[config.mk]
export PLATFORM = sky130hd
export DESIGN_NAME = slefh_ram
export DESIGN_NICKNAME = d
export VERILOG_FILES = /design/src/rtl/slefh_ram.sv
export SDC_FILE = /design/constraint.sdc
export NUM_CORES = 1
export LEC_CHECK = 0
export ABC_CLOCK_PERIOD_IN_PS = 6700
export BUFFER_PORTS_ARGS = -buffer_cell sky130_fd_sc_hd__buf_2
export CORE_ASPECT_RATIO = 0.9
export CORE_MARGIN = 1.5
export CORE_UTILIZATION = 35
export CTS_BUF_LIST = sky130_fd_sc_hd__clkbuf_16
export DETAILED_ROUTE_END_ITERATION = 10
export RECOVER_POWER = 25
export SYNTH_ARGS = -nofsm -noshare
export SYNTH_HDL_FRONTEND = slang
export SYNTH_SLANG_ARGS = --single-unit
[constraint.sdc]
create_clock -name clk_i -period 6.7 [get_ports clk_i]
set_input_delay 1.005 -clock clk_i [delete_from_list [all_inputs] [get_ports clk_i]]
set_output_delay 1.005 -clock clk_i [all_outputs]
set_load 0.1 [all_outputs]
[src/rtl/slefh_ram.sv]
// Generic simple dual-port RAM with registered read.
module slefh_ram #(
  parameter int unsigned WIDTH = 8,
  parameter int unsigned DEPTH = 128
) (
  input  logic                     clk_i,
  input  logic                     we_i,
  input  logic [$clog2(DEPTH)-1:0] waddr_i,
  input  logic [WIDTH-1:0]         wdata_i,
  input  logic [$clog2(DEPTH)-1:0] raddr_i,
  output logic [WIDTH-1:0]         rdata_o
);

  logic [WIDTH-1:0] mem_q [DEPTH];

  always_ff @(posedge clk_i) begin
    if (we_i) begin
      mem_q[waddr_i] <= wdata_i;
    end
    rdata_o <= mem_q[raddr_i];
  end

endmodule

==> impl_metrics.env <==
export IMPL_slowest_delay_ns=0.60
export IMPL_num_nets_final=1733
export IMPL_syn_to_final_growth_pct=13.11
export IMPL_grt_busiest_layer="met2"
export IMPL_clk_insertion_delay_late_ns=0.68
export IMPL_arrival_ns=4.12
export IMPL_worstRegToRegCells=4
export IMPL_setup_viol=0
export IMPL_ioPinCount=32
export IMPL_wl_per_cell_um=27.48
export IMPL_drv_slew=436
export IMPL_layout_setup_ws_ns=3.140
export IMPL_utilization_pct=40.15
export IMPL_crit_slowest_cell="mux4_2"
export IMPL_grt_max_degree=110
export IMPL_pre_cts_slack_ns=2.393
export IMPL_critPathBufInv=2
export IMPL_grt_pass1_wl_mm=130.4
export IMPL_synth_edf_count=1024
export IMPL_avgSynthCellArea_sq_um=24.26
export IMPL_synthDistinctLibCells=17
export IMPL_maxCapViolCount=8
export IMPL_crit_family="multiplexers"
export IMPL_cts_max_level=3
export IMPL_drc=0
export IMPL_start_util_pct=35.49
export IMPL_setup_tns_ns=0
export IMPL_ys_seq_area_share_pct=77.93
export IMPL_rsz0062_at_grt="false"
export IMPL_fp_row_count=116
export IMPL_clock_path_buffers=3
export IMPL_root_buffer="clkbuf_16"
export IMPL_violations="max-capacitance violations, max-slew violations"
export IMPL_drt_iter0_drc=1867
export IMPL_yosysWarningCount=0
export IMPL_status="finished with violations"
export IMPL_period_share_pct=53.14
export IMPL_dpl_hpwl_mm=53.39
export IMPL_grt_pass1_vias=17976
export IMPL_globalRouteMet2Util_pct=24.64
export IMPL_yosysTopAreaCell="edfxtp_1"
export IMPL_grtUsageMet1_pct=22.90
export IMPL_clk_pin_slew_worst_paths_ns=0.06
export IMPL_crit_cells=6
export IMPL_crit_path_start_kind="primary input"
export IMPL_synth_async_sr_flop_share_pct=0
export IMPL_grt_overflow_total=0
export IMPL_coreArea_sq_mm=0.1118
export IMPL_clock_sinks=1032
export IMPL_yosysTopAreaCellShare_pct=77.52
export IMPL_gp_congestion=0.7855
export IMPL_dieArea_sq_mm=0.1154
export IMPL_worstPathMaxFanout=60
export IMPL_slew_headroom_pct=-77.26
export IMPL_die_w_um=357.9
export IMPL_placed_area_sq_mm=0.04163
export IMPL_drive_above_1_share_pct=30.81
export IMPL_syn_nets=1659
export IMPL_cts_resized=0
export IMPL_vdd_drop_max_uv=213.4
export IMPL_r2r_setup_slack_ns=4.27
export IMPL_endpoint="rdata_o[6]"
export IMPL_cp_data_required_time_ns=7.26
export IMPL_skew_ns=0.02188
export IMPL_post_synth_top_count_cell="edfxtp_1"
export IMPL_hold_viol_final=0
export IMPL_yosys_register_bits=1032
export IMPL_yosys_top_cells_count="edfxtp_1, mux4_2, nor2_1"
export IMPL_numCtsBuffers=104
export IMPL_min_period_ns=3.560
export IMPL_netlist_area_sq_mm=0.03967
export IMPL_wl_mm=89.95
export IMPL_final_area_sq_mm=0.04487
export IMPL_hold_path_class="primary input to register"
export IMPL_cp_common_cell="mux4_2"
export IMPL_fmax_mhz=280.9
export IMPL_grt_use_total_pct=15.85
export IMPL_antenna_left=0
export IMPL_worstPathCellList="buf_8 > buf_12 > mux4_2 > mux4_2 > mux4_2 > mux2_2"
export IMPL_endpoint_kind="register"
export IMPL_fin_cells=3273
export IMPL_ctsHoldBuffers=0
export IMPL_crit_path_start="raddr_i[0]"
export IMPL_met3_usage_pct=3.536
export IMPL_cts_tree="yes"
export IMPL_fp_dieH_um=322.4
export IMPL_leakage_nw=13.51
export IMPL_reg2reg_from="mem_q[85][6]"
export IMPL_ys_top_cells_by_area="edfxtp_1, mux4_2, nor2_1, clkbuf_1, dfxtp_1"
export IMPL_rr_endpoint="rdata_o[6]"
export IMPL_vias=17485
export IMPL_portBuffers=31
export IMPL_via_per_inst=5.342
export IMPL_dp_cells=3078
export IMPL_p_per_area_mw_per_mm2=298.2
export IMPL_dr_pass1_iters=5
export IMPL_post_cts_buffers=0
export IMPL_antenna_found_initial=12
export IMPL_tightest_slew_ns=2.659
export IMPL_synth_ff_type="edfxtp_1"
export IMPL_hold_path_depth=2
export IMPL_syn_inst=1635
export IMPL_criticalPathCategory="primary input to register"
## where the power goes
part	switching, mW	leakage [nW]	internal, mW
Clock	2.41	1.67	3.11
Combinational	0.446	2.57	0.259
Sequential	0.0187	9.27	7.14
## stage by stage
step / hold WS, ns / power, mW
after global routing: 0.7996 / 13.75
final: 0.8253 / 13.38
after detailed placement: 1.122 / 8.005
after global placement: 1.124 / 7.994
after CTS: 0.6792 / 13.48
after floorplan: 1.074 / 7.700
## kinds of logic after synthesis
group / count (synthesis) / share of synthesized area (%)
DFF: 1032 / 77.93
muxes: 344 / 19.30
and+or+nand+nor: 170 / 1.757
buffers and inverters: 89 / 1.013
## cell usage in the layout (no fill, tap or decap), types with 8 or more instances in the layout
cell type	count
buf_2	19
buf_4	21
inv_1	19
clkbuf_1	8
clkbuf_16	106
edfxtp_1	1024
mux2_2	8
clkinv_1	24
nand3_1	10
nor2_1	122
dfxtp_1	8
clkinv_2	23
nand2_1	14
mux4_2	336
nor3_2	9
## layout make-up
type	count	area [sq um]
Multi-Input combinational cell	514	8409
Tap cell	1475	1846
Sequential cell	1032	30910
Antenna cell	3	7.507
Timing Repair Buffer	57	437.9
Fill cell	9670	66890
Clock inverter	86	603.1
Clock buffer	106	2653
## state kept, by name, indices dropped and copies added (netlist names)
signal,flops
mem_q,1024
rdata_o,8
## per-layer routing
layer | vias up | share of wire, %
met2 | 618 | 47
li1 | 7192 | -
met1 | 9535 | 44
met3 | 132 | 7.0
met5 | - | 0.054
met4 | 8 | 1.9
## worst min path at each step
| stage | start | end | slack [ns] |
|---|---|---|---|
| after floorplan | mem_q[36][0] | rdata_o[0] | 1.07 |
| after global placement | mem_q[107][3] | rdata_o[3] | 1.12 |
| after detailed placement | mem_q[106][2] | rdata_o[2] | 1.12 |
| after CTS | wdata_i[7] | mem_q[28][7] | 0.68 |
| after global routing | raddr_i[5] | rdata_o[1] | 0.80 |
| final | raddr_i[5] | rdata_o[1] | 0.83 |
## worst register-to-register path: cells and delay by family (launching register included)
family	cells	cell delay, ns
flip-flops	1	0.37
multiplexers	4	1.95
No activity file was read; power rests on OpenSTA's default activity.
