**src/rtl/slefh_pkg.sv**
```systemverilog
// Shared types and constants of the start/length/end frame hunter.
package slefh_pkg;

  localparam int unsigned ByteW   = 8;
  localparam int unsigned LenW    = 7;
  localparam int unsigned PAddrW  = 4;
  localparam int unsigned PDataW  = 32;

  // Register indexes (byte address / 4)
  typedef enum logic [1:0] {
    REG_START_BYTE   = 2'd0,
    REG_END_BYTE     = 2'd1,
    REG_FIXED_LENGTH = 2'd2,
    REG_NONE         = 2'd3
  } reg_idx_e;

  localparam logic [ByteW-1:0] StartByteRst = 8'h00;
  localparam logic [ByteW-1:0] EndByteRst   = 8'hFF;
  localparam logic [LenW-1:0]  FixedLenRst  = 7'd0;

  typedef struct packed {
    logic [ByteW-1:0] start_byte;
    logic [ByteW-1:0] end_byte;
    logic [LenW-1:0]  fixed_length;
  } cfg_t;

endpackage

```
**src/rtl/slefh_regs.sv**
```systemverilog
// APB configuration registers of the frame hunter.
module slefh_regs import slefh_pkg::*; (
  input  logic              clk_i,
  input  logic              rst_ni,
  input  logic              psel,
  input  logic              penable,
  input  logic              pwrite,
  input  logic [PAddrW-1:0] paddr,
  input  logic [PDataW-1:0] pwdata,
  output logic [PDataW-1:0] prdata,
  output logic              pready,
  output cfg_t              cfg_o
);

  cfg_t     cfg_q;
  reg_idx_e idx;
  logic     wr_en;

  assign idx    = reg_idx_e'(paddr[3:2]);
  assign wr_en  = psel && penable && pwrite;
  assign pready = 1'b1;
  assign cfg_o  = cfg_q;

  always_ff @(posedge clk_i or negedge rst_ni) begin
    if (!rst_ni) begin
      cfg_q.start_byte   <= StartByteRst;
      cfg_q.end_byte     <= EndByteRst;
      cfg_q.fixed_length <= FixedLenRst;
    end else if (wr_en) begin
      case (idx)
        REG_START_BYTE:   cfg_q.start_byte   <= pwdata[ByteW-1:0];
        REG_END_BYTE:     cfg_q.end_byte     <= pwdata[ByteW-1:0];
        REG_FIXED_LENGTH: cfg_q.fixed_length <= pwdata[LenW-1:0];
        default: ;
      endcase
    end
  end

  always_comb begin
    case (idx)
      REG_START_BYTE:   prdata = PDataW'(cfg_q.start_byte);
      REG_END_BYTE:     prdata = PDataW'(cfg_q.end_byte);
      REG_FIXED_LENGTH: prdata = PDataW'(cfg_q.fixed_length);
      default:          prdata = '0;
    endcase
  end

endmodule

```
**config.mk**
```make
export PLATFORM = sky130hd
export DESIGN_NAME = slefh_regs
export DESIGN_NICKNAME = d
export VERILOG_FILES = /design/src/rtl/slefh_pkg.sv /design/src/rtl/slefh_regs.sv
export SDC_FILE = /design/constraint.sdc
export NUM_CORES = 1
export LEC_CHECK = 0
export ABC_AREA = 0
export BUFFER_PORTS_ARGS = -buffer_cell sky130_fd_sc_hd__buf_2
export CORE_MARGIN = 1
export CORE_UTILIZATION = 39
export CTS_BUF_LIST = sky130_fd_sc_hd__clkbuf_8 sky130_fd_sc_hd__clkbuf_16
export DETAILED_ROUTE_END_ITERATION = 8
export PLACE_DENSITY = 0.88
export SYNTH_ARGS = -nofsm -noshare
export SYNTH_HDL_FRONTEND = slang
export SYNTH_SLANG_ARGS = --single-unit
```
**constraint.sdc**
```tcl
create_clock -name clk_i -period 0.9 [get_ports clk_i]
set_input_delay 0.045 -clock clk_i [delete_from_list [all_inputs] [get_ports clk_i]]
set_output_delay 0.045 -clock clk_i [all_outputs]
set_load 0.05 [all_outputs]
```
==> summary.txt <==
Yosys
  • XOR/XNOR share of the synthesized area: 0%
  • Gate Count Post-Synth: 104
  • Cell taking the most area after synthesis: dfrtp_1
  • Top cells by area, synth: dfrtp_1 (30%), mux2_2 (21%), dfstp_2 (17%)
  • Netlist cell types: 15
  • Seq/Total Area, Yosys: 46.4%
  • Largest family of logic cells by synthesized area: multiplexers
  • Register bit total from synthesis: 23
  • Post-Synth Adder-Cell Area: 0%
  • Share of the synthesized area in the top cell type: 29.7%
  • Mux contribution to synthesized area: 26.9%
  • Compound-gate portion of the synthesized area: 2.78%
  • Synthesis warning total: 0
  • Simple-gate share of the synthesized area: 6.14%
  • Post-Syn Area per Cell: 12.1 um2
  • Post-Syn Area: 0.00126 mm2

Cells and area
  • Antenna diodes: 0
  • Most common cell after layout, fill and taps aside: buf_6
  • Non-filler cells in the finished layout: 223
  • Final Util: 72.7%
  • Fraction of layout cells with a size suffix above 1: 78.2%
  • Post-route cell area: 0.00222 mm2
  • Most frequent cells in the layout: buf_6 (30), conb_1 (25), mux2_4 (17)
  • Max reg flops: 23
  • Area Growth Syn to Fin: 75.7%
  • Fin nets: 221

Placed design
  • Placed cell area: 0.00180 mm2
  • Dpl ws: -0.307 ns
  • GP Congestion: 0.762
  • DPL Wire Length: 2330 um
  • Placed insts: 214
  • I/O Buffers: 45

Critical path
  • Slowest cell on the critical path: dfstp_2
  • CP delay by family, top: flip-flops
  • Type of the worst setup path: flip-flop to output port
  • CP Capture Type: output port
  • CP max stage delay: 0.55 ns
  • Critical path arrival: 1.23 ns
  • Setup crit start kind: flip-flop
  • RR Startpoint: cfg_o[13]
  • R2R setup slack: -0.05 ns
  • Req. time, crit path: 0.85 ns
  • Crit-path cells: mux2i_2 > o21ai_4 > buf_6
  • R2R depth: 3
  • CP Buf/Inv Count: 1
  • CP max FO: 2
  • Worst r2r dst: cfg_o[13]

Clock network
  • CTS tree: done
  • CTS H-tree lvls: 1
  • Clk root buf: clkbuf_8
  • TritonCTS Buffers: 3
  • Clk Latency, worst-skew pair: 0.27 ns
  • Clock transition at path regs: 0.08 ns
  • Clk sinks: 23
  • CTS Buffer Depth: 2

Power and ir drop
  • P_leak: 1.04 nW
  • Maximum vdd drop: 0.00166 V
  • Pwr/cell area: 2600 mW/mm2

Floorplanning
  • I/O pin total: 97
  • Die ar.: 0.00347 mm2
  • # rows: 20
  • Initial core utilization: 41.4%
  • Die Height: 58.9 um
  • Die W: 58.9 um
  • Core ar.: 0.00305 mm2

Min path
  • Hold path start: pwdata[7]
  • Hold Crit Depth: 2
  • Hold Path End: cfg_o[22]
  • Hold WC Path Type: input pin to flip-flop

STA
  • Fin worst setup slack: -0.371 ns
  • Final setup skew: 0 ns
  • Tcrit/Tclk final: 141%
  • Max-slew violations: 0
  • Final min period: 1.27 ns
  • Slew @ Worst Pin: 0.522 ns
  • Slew HR: 65.2%
  • Max Clk Rate: 787 MHz
  • Endpoints failing hold: 0
  • RSZ-0062 raised after global routing: true
  • Final setup vio count: 38

Global routing
  • Grt total ovfl: 0
  • Initial antenna violation count: 0
  • First-pass GRT wire length: 5400 um
  • Vias in the first global route: 1057
  • GRT Util Overall: 21.7%
  • Largest net degree at the start of global routing: 24

Job
  • MaxCap Viol Count: 0

Drt
  • Wirelength per Cell: 15.6 um
  • # DRC: 0
  • Via density: 4.54
  • DR top layer: met4
  • Antenna viol nets, final: 0
  • Routed met3 length: 106 um
  • Metal2 WL: 1910 um
  • Vias: 1012
  • Met1 WL: 1410 um
  • Starting DRC count in detailed routing: 8
  • Detailed Route WL: 3480 um
  • Total iterations of the first detailed-routing run: 4

Status
  • Failing checks: setup timing
  • Status: finished, violations left
[worst reg2reg max path, stage by stage (launching register included)]
cell and delay, ns:
dfstp_2 0.56, buf_4 0.11, buf_6 0.10, mux2_4 0.13
[kinds of logic after synthesis]
| kind of cell | after synthesis |
|---|---|
| flops | 23 |
| buf+inv | 28 |
| other cells | 2 |
| compound gates | 7 |
| mux | 31 |
| simple gates | 13 |
[repair_timing]
action | 4_1_cts | 5_1_grt
hold buffers | 1 | 0
endpoints found under the hold margin | 15 | 0
resized for setup | 92 | 13
endpoints found under the setup margin | 45 | 38
buffers inserted | 4 | 12
pin swaps | 8 | 0
[synthesized netlist by cell type]
cell,count
buf_6,2
buf_4,26
mux2i_1,8
nor3_2,1
dfstp_2,8
nand3_2,1
dfrtp_1,15
or3b_1,1
conb_1,2
nor3b_2,1
o21ai_0,7
nor2_1,1
nand2_1,7
mux2_2,23
nor2b_1,1
[worst max-delay path by stage]
stage,start,end,cells past startpoint
finish,cfg_o[10],prdata[3],3
global route,cfg_o[10],prdata[3],3
CTS,cfg_o[7],prdata[0],3
floorplan,cfg_o[12],prdata[5],2
global placement,pwrite,cfg_o[7],4
detailed placement,pwrite,cfg_o[13],4
[metrics by stage]
stage / hold WS, ns / total power, mW / TNS, ns
2_1_floorplan: -0.251 / 3.63 / -5.19
3_3_place_gp: 0.0302 / 4.19 / -5.30
3_5_place_dp: 0.0474 / 4.25 / -5.90
4_1_cts: 0.0174 / 5.64 / -5.29
5_1_grt: 0.0246 / 5.97 / -6.86
6_report: 0.0229 / 5.76 / -5.69
[final cells by class]
cell class,count,area [um2]
Timing Repair Buffer,76,771
Clock inverter,1,5.00
Clock buffer,3,41.3
Tap cell,44,55.1
Multi-Input combinational cell,76,748
Sequential cell,23,598
Fill cell,213,835
[metal layers]
| layer | track usage, % | vias to the layer above |
|---|---|---|
| li1 | - | 459 |
| met1 | 25.7 | 510 |
| met2 | 39.1 | 39 |
| met3 | 3.08 | 4 |
| met4 | 9.18 | 0 |
| met5 | 0 | - |
[where the power goes]
group / switching, mW / leakage (nW) / internal [mW]
clock network: 0.350 / 0.0255 / 0.310
registers: 0.228 / 0.256 / 1.36
logic: 1.98 / 0.760 / 1.54
total: 2.56 / 1.04 / 3.20
Power figures use the tool's default switching activity.
